`src/rtl/mbcm_queue.sv`:
```
// Short request queue between the front and the back.
module mbcm_queue #(
	parameter int W     = 8,
	parameter int DEPTH = 4
) (
	input  logic         clk,
	input  logic         arst_n,
	input  logic         push_valid,
	output logic         push_ready,
	input  logic [W-1:0] push_data,
	output logic         pop_valid,
	input  logic         pop_ready,
	output logic [W-1:0] pop_data
);
	localparam int PTR_W = $clog2(DEPTH);
	localparam logic [PTR_W-1:0] PTR_LAST = PTR_W'(DEPTH - 1);

	logic [W-1:0]     mem_q [DEPTH];
	logic [PTR_W-1:0] wr_q, rd_q;
	logic [PTR_W:0]   cnt_q;
	logic             push, pop;

	assign push_ready = cnt_q != (PTR_W+1)'(DEPTH);
	assign pop_valid  = cnt_q != '0;
	assign push       = push_valid && push_ready;
	assign pop        = pop_valid && pop_ready;
	assign pop_data   = mem_q[rd_q];

	// Advance pointers and occupancy
	always_ff @(posedge clk or negedge arst_n) begin
		if (!arst_n) begin
			wr_q  <= '0;
			rd_q  <= '0;
			cnt_q <= '0;
		end else begin
			if (push) begin
				wr_q <= (wr_q == PTR_LAST) ? '0 : wr_q + PTR_W'(1);
			end
			if (pop) begin
				rd_q <= (rd_q == PTR_LAST) ? '0 : rd_q + PTR_W'(1);
			end
			if (push && !pop) begin
				cnt_q <= cnt_q + (PTR_W+1)'(1);
			end else if (pop && !push) begin
				cnt_q <= cnt_q - (PTR_W+1)'(1);
			end
		end
	end

	// Store the request
	always_ff @(posedge clk) begin
		if (push) begin
			mem_q[wr_q] <= push_data;
		end
	end

endmodule

```
`config.mk`:
```
export PLATFORM = sky130hd
export DESIGN_NAME = mbcm_queue
export DESIGN_NICKNAME = d
export VERILOG_FILES = /design/src/rtl/mbcm_queue.sv
export SDC_FILE = /design/constraint.sdc
export NUM_CORES = 1
export LEC_CHECK = 0
export ABC_AREA = 1
export BUFFER_PORTS_ARGS = -buffer_cell sky130_fd_sc_hd__buf_2
export CORE_UTILIZATION = 40
export DETAILED_ROUTE_END_ITERATION = 10
export PLACE_DENSITY = 0.62
export SYNTH_ARGS = -nofsm -noshare
export SYNTH_HDL_FRONTEND = slang
export SYNTH_SLANG_ARGS = --single-unit
```
`constraint.sdc`:
```
create_clock -name clk -period 2.3 [get_ports clk]
set_input_delay 0 -clock clk [delete_from_list [all_inputs] [get_ports clk]]
set_output_delay 0 -clock clk [all_outputs]
set_load 0.02 [all_outputs]
```
==> impl_metrics.ini <==
[detailed_routing]
drtIter0Drc = 44
vias = 1119
viasPerCell = 4.624
wl_um = 2885
antenna_left = 0
dr.pass1.iters = 4
wl_per_cell_um = 11.92
route.detailed.drc = 0

[logic_synthesis]
synth-seq-cells = 39
synth_edf_count = 32
synthMuxAreaShare_pct = 0
synth_top_family_by_area = simple AND/OR/NAND/NOR gates
ys_types = 16
synth_top_cell_by_area = edfxtp_1
postSynthAreaPerCell_um2 = 11.54
synth_nets = 171
yosys_warnings = 0
ys_top_cells_by_area = edfxtp_1 55%, dfrtp_1 10%, nand2_1 7.9%
seq_area_frac_synth_pct = 64.76
synth_simple_gate_area_share_pct = 12.55
synth_adder_area_share_pct = 5.421
synth_xor_xnor_area_share_pct = 0.4993
synthFlopType = edfxtp_1
syn_inst = 152
yosysMostFrequentCell = nand2_1
syn_area_um2 = 1754
synthTopCellsByCount = 37 x nand2_1, 32 x edfxtp_1, 29 x inv_1, 16 x o211ai_1, 7 x dfrtp_1
synth_compound_area_share_pct = 7.133
synthArstFlopShare_pct = 17.95
synth_top_area_share_pct = 54.78

[cts]
clkSinkCount = 39
clkTransAtPathRegs_ps = 70
htree_levels = 2
post_cts_buffers = 0
cts.path.max_buffers = 2
cts-resized-gates = 0
hold_buffers = 11
numCtsBuffers = 5
clockRootBuffer = clkbuf_8
cts_tree = yes
clkLatencyLatePin_ps = 280

[layout]
area_growth_pct = 19.61
nFillCells = 365
fin_cells = 242
final_layout_size_suffix_gt1_share_pct = 19.27
final_nets = 210
antenna_cells = 0

[sta]
fmax_mhz = 555.1
holdWs_ps = 70.08
slew_headroom_pct = 60.39
finalSetupViolCount = 0
final.setup_skew_ps = 3.191
rsz0062_at_grt = no
period_needed_ps = 1802
tightest_slew_ps = 594.2
min_period_over_period_pct = 78.33
finalMaxSlewViolations = 0
hold_viol = 0
setup_ws_ps = 498.4
fin_tns_setup_ps = 0

[setup_path]
crit_start = cnt_q[1]$_DFFE_PN0P_
reg2reg_to = cnt_q[2]$_DFFE_PN0P_
crit_type = register to register
rr_worst_depth = 10
worstPathArrival_ps = 1980
r2r_start = cnt_q[1]$_DFFE_PN0P_
r2r_slack_ps = 500
cp.required_ps = 2480
cp_max_fo = 4
startpoint_type = register
cp-end-kind = register
timing.critical_path.to = cnt_q[2]$_DFFE_PN0P_

[placed_design]
gp_congestion = 0.7872
pre_cts_slack_ps = 499.9
io_buffers = 21
place_inst = 223
hpwl_um = 1951

[floorplan]
core-area_um2 = 4115
die_width_um = 68.22
dieArea_um2 = 4654
die_y_um = 68.22
fp-row-count = 23
io-pin-count = 22
initial_core_util_pct = 42.63

[hold_path]
hp-class = input pin to async pin

[grt]
grt_overflow = 0
first_global_vias = 1057
grt_start_max_net_pins = 21
antenna_found_initial = 0
grt_usage_pct = 14.34
grt_first_pass_wirelength_um = 4595

[power_and_ir_drop]
leakagePower_nw = 0.9198
power.density_nw_per_um2 = 1195
vdd_drop_max_mv = 0.6014

[run]
maxCapViolCount = 0

[status]
run_status = finished clean
[stage by stage]
stage	instance area, um^2	util (%)	total power, mW
2_1_floorplan	1754	-	1.845
3_3_place_gp	1903	46.25	2.049
3_5_place_dp	1903	46.25	2.088
4_1_cts	2098	50.99	2.542
5_1_grt	2098	50.99	2.711
6_report	2098	50.99	2.507
[routing by layer]
| metal | up-vias | global-route usage, % | wire [um] |
|---|---|---|---|
| li1 | 578 | - | - |
| met2 | 21 | 24.75 | 1462 |
| met3 | 6 | 3.500 | 83 |
| met1 | 514 | 16.47 | 1303 |
| met4 | 0 | 7.031 | 35 |
| met5 | - | 0 | 0 |
[worst max-delay path: stages (launching register included)]
cell and delay (ps):
dfrtp_1 400, inv_1 100, nand3_1 160, nand2_2 120
ha_1 160, inv_1 70, fa_1 390, nand2_1 110
nand3_1 80, nand2_1 60, nand2_1 40
[cell type report]
| cell class | instances | area (um^2) | share of cell area, % |
|---|---|---|---|
| Sequential cell | 39 | 1136 | 54.14 |
| Tap cell | 50 | 62.56 | 2.982 |
| Timing Repair Buffer | 37 | 252.7 | 12.05 |
| Clock buffer | 6 | 72.57 | 3.459 |
| Multi-Input combinational cell | 78 | 449.2 | 21.41 |
| Inverter | 30 | 112.6 | 5.367 |
| Clock inverter | 2 | 12.51 | 0.5963 |
[worst min-delay path by stage]
stage | from | endpoint | slack (ps) | cells past startpoint
6_report | arst_n | cnt_q[2]$_DFFE_PN0P_ | 70 | 2
5_1_grt | arst_n | cnt_q[2]$_DFFE_PN0P_ | 100 | 2
4_1_cts | arst_n | cnt_q[0]$_DFFE_PN0P_ | 70 | 2
3_5_place_dp | arst_n | cnt_q[0]$_DFFE_PN0P_ | -150 | 1
3_3_place_gp | arst_n | cnt_q[0]$_DFFE_PN0P_ | -160 | 1
2_1_floorplan | arst_n | cnt_q[0]$_DFFE_PN0P_ | -300 | 0
[placed cells by master (no fill, tap or decap), drive strengths merged, types with 6 or more instances in the layout]
cell,instances
dfrtp,7
o211ai,16
edfxtp,32
clkbuf,6
ha,6
inv,30
nor2,6
dlygate4sd3,11
nand3,7
nand2,39
buf,26
[power breakdown]
group / internal (mW) / switching (mW) / total [mW] / leakage, nW
logic: 0.368 / 0.608 / 0.976 / 0.501
registers: 0.947 / 0.149 / 1.10 / 0.378
clock network: 0.212 / 0.223 / 0.435 / 0.0412
total: 1.53 / 0.980 / 2.51 / 0.920
[sequential cells by signal (all words and copies together), names as in the netlist]
signal  count
wr_q        2
rd_q        2
cnt_q       3
mem_q      32
[logic make-up (layout without fill, tap and decap cells)]
family                   count (synthesis)  count (layout)
AO/OA/AOI/OAI                           17              17
XOR/XNOR                                 1               1
buffers and inverters                   35              75
AND/OR/NAND/NOR                         53              53
adder cells (fa/ha/maj)                  7               7
flip-flops                              39              39
Power figures use the tool's default switching activity.
