### config.mk
export PLATFORM = sky130hd
export DESIGN_NAME = mbcm_front
export DESIGN_NICKNAME = d
export VERILOG_FILES = /design/src/rtl/mbcm_pkg.sv /design/src/rtl/mbcm_front.sv
export SDC_FILE = /design/constraint.sdc
export NUM_CORES = 1
export LEC_CHECK = 0
export ABC_CLOCK_PERIOD_IN_PS = 7100
export BUFFER_PORTS_ARGS = -buffer_cell sky130_fd_sc_hd__buf_4
export CORE_MARGIN = 2
export CORE_UTILIZATION = 59
export CTS_CLUSTER_DIAMETER = 120
export DETAILED_ROUTE_END_ITERATION = 8
export PLACE_DENSITY = 0.93
export SKIP_LAST_GASP = 1
export SLEW_MARGIN = 40
export SYNTH_ARGS = -nofsm -noshare
export SYNTH_HDL_FRONTEND = slang
export SYNTH_SLANG_ARGS = --single-unit
export TNS_END_PERCENT = 50
### constraint.sdc
create_clock -name clk -period 7.1 [get_ports clk]
set_clock_uncertainty 0.05 [all_clocks]
set_input_delay 2.13 -clock clk [delete_from_list [all_inputs] [get_ports clk]]
set_output_delay 2.13 -clock clk [all_outputs]
set_load 0.01 [all_outputs]
### src/rtl/mbcm_pkg.sv
// Shared types and constants for the motion box change marker.
package mbcm_pkg;

	localparam int POS_W   = 11;
	localparam int CNT_W   = 11;
	localparam int PIX_W   = 8;
	localparam int EPOCH_W = 24;
	localparam int IDX_W   = 2;

	localparam logic [CNT_W-1:0] COUNT_MAX = {CNT_W{1'b1}};

	localparam logic [POS_W-1:0] ROWS_RST       = 11'd1080;
	localparam logic [POS_W-1:0] COLS_RST       = 11'd1920;
	localparam logic [PIX_W-1:0] BRIGHT_THR_RST = 8'd200;
	localparam logic [CNT_W-1:0] MOTION_THR_RST = 11'd10;

	typedef enum logic [IDX_W-1:0] {
		REG_FRAME_ROWS = 2'd0,
		REG_FRAME_COLS = 2'd1,
		REG_BRIGHT_THR = 2'd2,
		REG_MOTION_THR = 2'd3
	} cfg_reg_t;

	typedef struct packed {
		logic [POS_W-1:0] frame_rows;
		logic [POS_W-1:0] frame_cols;
		logic [PIX_W-1:0] bright_thr;
		logic [CNT_W-1:0] motion_thr;
	} cfg_t;

	// Classified pixel handed from the front to the back
	typedef struct packed {
		logic [PIX_W-1:0]   ch2;
		logic [PIX_W-1:0]   ch1;
		logic [PIX_W-1:0]   ch0;
		logic               inc;
		logic               box_end;
		logic               last;
		logic               in_store;
		logic [EPOCH_W-1:0] epoch;
	} pix_item_t;

	// One box entry: sticky mark, frame tag, previous and present counts
	typedef struct packed {
		logic               mark;
		logic [EPOCH_W-1:0] tag;
		logic [CNT_W-1:0]   prev;
		logic [CNT_W-1:0]   cur;
	} box_entry_t;

endpackage

### src/rtl/mbcm_front.sv
// Front end: raster position tracking, pixel classification and box number.
module mbcm_front #(
	parameter int BOX_SIZE  = 32,
	parameter int MAX_BOXES = 2048,
	parameter int AW        = 11
) (
	input  logic                clk,
	input  logic                arst_n,
	input  mbcm_pkg::cfg_t      cfg,
	input  logic                clr_busy,
	input  logic                s_tvalid,
	output logic                s_tready,
	input  logic [31:0]         s_tdata,   // mask_level, cam_ch0, cam_ch1, cam_ch2
	output logic                q_valid,
	input  logic                q_ready,
	output mbcm_pkg::pix_item_t q_item,
	output logic [AW-1:0]       q_addr
);
	import mbcm_pkg::*;

	localparam int OFF_W    = $clog2(BOX_SIZE);
	localparam logic [OFF_W-1:0] OFF_LAST = OFF_W'(BOX_SIZE - 1);
	localparam int RECIP_SH = 24;
	localparam int RECIP_W  = 25;
	localparam logic [RECIP_W-1:0] RECIP =
		RECIP_W'(((64'd1 << RECIP_SH) + BOX_SIZE - 1) / BOX_SIZE);
	localparam int PROD_W   = POS_W + RECIP_W;
	localparam int BOX_W    = 2 * POS_W + 1;

	logic [PROD_W-1:0]  bpr_prod;
	logic [POS_W-1:0]   bpr_q;

	logic [POS_W-1:0]   col_q, row_q, col_box_q, row_box_q;
	logic [OFF_W-1:0]   col_off_q, row_off_q;
	logic [EPOCH_W-1:0] epoch_q;

	logic               accept;
	logic [POS_W-1:0]   cols, rows;
	logic               col_wrap, row_wrap, frame_start;
	logic [EPOCH_W-1:0] epoch_next;

	logic               s1_valid_q;
	pix_item_t          item_s1;
	logic [POS_W-1:0]   col_box_s1, row_box_s1;

	logic [2*POS_W-1:0] row_prod;
	logic [BOX_W-1:0]   box_num;
	logic               in_store;

	// Boxes per row from the column count, by reciprocal multiply
	assign bpr_prod = PROD_W'(cfg.frame_cols) * PROD_W'(RECIP);

	always_ff @(posedge clk or negedge arst_n) begin
		if (!arst_n) begin
			bpr_q <= '0;
		end else begin
			bpr_q <= bpr_prod[RECIP_SH +: POS_W];
		end
	end

	// Frame geometry at the current position
	assign cols        = (cfg.frame_cols == '0) ? POS_W'(1) : cfg.frame_cols;
	assign rows        = (cfg.frame_rows == '0) ? POS_W'(1) : cfg.frame_rows;
	assign col_wrap    = ({1'b0, col_q} + (POS_W+1)'(1)) >= {1'b0, cols};
	assign row_wrap    = ({1'b0, row_q} + (POS_W+1)'(1)) >= {1'b0, rows};
	assign frame_start = (col_q == '0) && (row_q == '0);
	assign epoch_next  = frame_start ? epoch_q + EPOCH_W'(1) : epoch_q;

	assign s_tready = !clr_busy && (!s1_valid_q || q_ready);
	assign accept   = s_tvalid && s_tready;

	// Advance the raster position and the frame epoch
	always_ff @(posedge clk or negedge arst_n) begin
		if (!arst_n) begin
			col_q     <= '0;
			row_q     <= '0;
			col_off_q <= '0;
			row_off_q <= '0;
			col_box_q <= '0;
			row_box_q <= '0;
			epoch_q   <= '0;
		end else if (accept) begin
			epoch_q <= epoch_next;
			if (col_wrap) begin
				col_q     <= '0;
				col_off_q <= '0;
				col_box_q <= '0;
				if (row_wrap) begin
					row_q     <= '0;
					row_off_q <= '0;
					row_box_q <= '0;
				end else begin
					row_q <= row_q + POS_W'(1);
					if (row_off_q == OFF_LAST) begin
						row_off_q <= '0;
						row_box_q <= row_box_q + POS_W'(1);
					end else begin
						row_off_q <= row_off_q + OFF_W'(1);
					end
				end
			end else begin
				col_q <= col_q + POS_W'(1);
				if (col_off_q == OFF_LAST) begin
					col_off_q <= '0;
					col_box_q <= col_box_q + POS_W'(1);
				end else begin
					col_off_q <= col_off_q + OFF_W'(1);
				end
			end
		end
	end

	// Capture the classified pixel
	always_ff @(posedge clk or negedge arst_n) begin
		if (!arst_n) begin
			s1_valid_q <= 1'b0;
		end else if (accept) begin
			s1_valid_q <= 1'b1;
		end else if (q_ready) begin
			s1_valid_q <= 1'b0;
		end
	end

	always_ff @(posedge clk) begin
		if (accept) begin
			item_s1.ch0      <= s_tdata[15:8];
			item_s1.ch1      <= s_tdata[23:16];
			item_s1.ch2      <= s_tdata[31:24];
			item_s1.inc      <= s_tdata[7:0] > cfg.bright_thr;
			item_s1.box_end  <= (col_off_q == OFF_LAST) && (row_off_q == OFF_LAST);
			item_s1.last     <= col_wrap && row_wrap;
			item_s1.in_store <= 1'b0;
			item_s1.epoch    <= epoch_next;
			col_box_s1       <= col_box_q;
			row_box_s1       <= row_box_q;
		end
	end

	// Box number and store range check
	assign row_prod = (2*POS_W)'(row_box_s1) * (2*POS_W)'(bpr_q);
	assign box_num  = BOX_W'(row_prod) + BOX_W'(col_box_s1);
	assign in_store = box_num < BOX_W'(MAX_BOXES);

	always_comb begin
		q_item          = item_s1;
		q_item.in_store = in_store;
	end

	assign q_valid = s1_valid_q;
	assign q_addr  = box_num[AW-1:0];

endmodule

==> results.toml <==
[global_route]
grt_use_total = 0.243
first_global_vias = 7509
grt_overflow_total = 0
antenna_found_initial = 0
grt_max_degree = 86
grt_pass1_wl_mm = 35.4

[yosys]
ys_warn_count = 0
synthFlopType = "dfrtp_1"
netlist.area_leader.share = 0.216
synth_cells = 952
synth.ff_latch_count = 158
netlist_top_cells_area = "edfxtp_1 (22%), dfrtp_1 (21%), ha_1 (9.8%)"
async_flop_share = 0.538
yosys.area.top_type = "edfxtp_1"
yosysMostFrequentCell = "inv_1"
avgSynthCellArea_sq_um = 10.7
syn_nets = 1155
yosys-top-cells-count = "inv_1 (92), dfrtp_1 (85), ha_1 (80), nand2_1 (80), edfxtp_1 (73)"
syn_area_sq_mm = 0.0102
seq_area_frac_synth = 0.425
yosysUniqueCellTypes = 65
synth_edf_count = 73

[floorplan]
io_pins = 143
fp-row-count = 47
die_w_um = 135
die_h_um = 135
coreArea_sq_mm = 0.0167
dieArea_sq_mm = 0.0183
start_util = 0.609

[timing]
tightest_slew_ps = 827
max_slew_margin = 0.447
setup_viol = 0
fmax_mhz = 143
slew_viol_final = 0
worst_slack_ps = 93.0
fin_crit_ps = 7010
fin_crit_sh = 0.987
rsz0062_at_grt = "yes"
hold_viol_final = 0
whs_ps = 430

[drt]
drt_iter0_drc = 519
first_pass_iters = 5
post_drt_wl_per_cell_um = 17.2
vias = 7792
route.detailed.drc = 0
drt_wl_total_mm = 23.0
ant_nets = 0
viasPerCell = 5.83

[job]
maxCapViolCount = 0

[finish]
n_fill_cell = 1106
fin_nets = 1306
area_delta_synth_final_pct = 21.0
layout-drive-gt1-share = 0.223
antenna_cells = 0
finalNonFillerCells = 1336
post-route-util = 0.737

[power]
power_w = 0.00346
p_per_area_mw_per_mm2 = 281
max-vdd-ir-drop_mv = 0.427
p_leak_nw = 5.79

[cts]
cts.sinks = 158
hold_buffers = 0
cts_tree = "built"
root_buffer = "clkbuf_16"
clk_pin_slew_ps = 60
cts_buffer_depth = 2
htreeDepth = 4
numCtsBuffers = 17
clk_latency_ps = 430

[place]
dp.cells = 1276
io_buffers = 131
pre_cts_slack_ps = 260
place.gp.congestion = 0.848
hpwl_mm = 15.5

[worst_setup_path]
crit_buf_inv = 3
cp.required_ps = 4920
critPathTopFamily = "adder cells"
crit_chain = "and2_4 -> fa_2 -> fa_1 -> fa_1 -> inv_2 -> fa_2 -> inv_2 -> ha_4 -> a41o_1 -> a211oi_2 -> o311a_1 -> o21a_1 -> o21ai_1 -> nor4_1 -> buf_4"
cp_max_fo = 6
max_stage_delay_ps = 580
arrival_ps = 4830
startpoint_type = "flop"
crit_path_end_kind = "primary output"
cp_slowest_cell = "fa_2"
worstSetupPathType = "reg -> out"

[worst_hold_path]
hold_path_class = "reg -> reg"

[outcome]
status = "complete, no violations"
-- layer usage --
| layer | track usage | part of all wire | up-vias |
|---|---|---|---|
| li1 | - | - | 3650 |
| met1 | 0.306 | 0.40 | 3830 |
| met2 | 0.428 | 0.53 | 268 |
| met3 | 0.0397 | 0.047 | 44 |
| met4 | 0.0845 | 0.022 | 0 |
| met5 | 0 | 0 | - |
-- final timing paths --
kind / startpoint / to / slack (ps) / cells past startpoint
min in group asynchronous: arst_n / epoch_q[22]$_DFFE_PN0P_ / 1680 / 1
max reg2reg: col_q[2]$_DFFE_PN0P_ / row_q[5]$_DFFE_PN0P_ / 3320 / 14
min: col_box_q[3]$_DFFE_PN0P_ / col_box_s1[3]$_DFFE_PP_ / 430 / 0
min reg2reg: col_box_q[3]$_DFFE_PN0P_ / col_box_s1[3]$_DFFE_PP_ / 430 / 0
max in group asynchronous: arst_n / bpr_q[0]$_DFF_PN0_ / 4770 / 1
max: row_box_s1[5]$_DFFE_PP_ / q_item[24] / 90 / 15
-- cells in the final DEF, fill, tap and decap left out, types with 5 or more instances in the layout --
cell type / count
a22o_1: 27
nand2b_1: 7
a21o_1: 9
o21ai_0: 20
nand4_1: 15
edfxtp_1: 73
dfrtp_1: 79
o211ai_1: 8
inv_1: 87
a221o_1: 9
ha_4: 9
nand3_1: 35
or3_1: 6
a21oi_1: 29
buf_4: 160
nor2b_1: 11
dfrtp_2: 6
xnor2_1: 40
nor2_1: 53
nor4_1: 9
fa_1: 42
inv_6: 5
and3_1: 23
nand2_1: 78
o21a_1: 8
nor3_1: 12
ha_1: 71
and2_1: 32
xor2_1: 30
and4_1: 8
clkbuf_16: 17
-- repair_timing --
action | CTS | global route
setup endpoints to repair | 1 | 1
setup buffers | 2 | 26
resized for setup | 11 | 31
pin swaps | 0 | 32
-- registers in the layout (all words and copies together), names as in the netlist --
name	count
col_box_s1	11
bpr_q	6
q_valid	1
col_off_q	5
q_item	51
epoch_q	24
row_off_q	5
row_box_s1	11
col_box_q	11
row_q	11
row_box_q	11
col_q	11
-- logic make-up after synthesis --
kind of cell / synth area share
XOR/XNOR: 0.0603
buffers and inverters: 0.0503
flip-flops: 0.425
multiplexers: 0.00640
adder cells (fa/ha/maj): 0.187
AO/OA/AOI/OAI: 0.113
AND/OR/NAND/NOR: 0.158
-- final cells by class --
cell class                 instances  area, sq um  share of cell area
clock buffer                      18          439              0.0357
clock inverter                    14          156              0.0127
inverter                          92          348              0.0283
multi-input combinational        668         5490               0.446
sequential                       158         4330               0.352
tap                              220          275              0.0224
timing repair buffer             166         1270               0.103
-- per-stage QoR --
stage          cell area, sq um  TNS [ps]
3_3_place_gp              11300         0
2_1_floorplan             10200         0
4_1_cts                   12000         0
5_1_grt                   12300     -64.9
3_5_place_dp              11300         0
6_report                  12300         0
-- power by group --
group	leakage (nW)	internal, W	switching, W	total, W
clock	0.292	0.000535	0.000383	0.000918
sequential	1.80	0.00102	0.0000594	0.00108
combinational	3.69	0.000726	0.000737	0.00146
total	5.79	0.00228	0.00118	0.00346
Note: power is estimated with default switching activity, not from simulation.
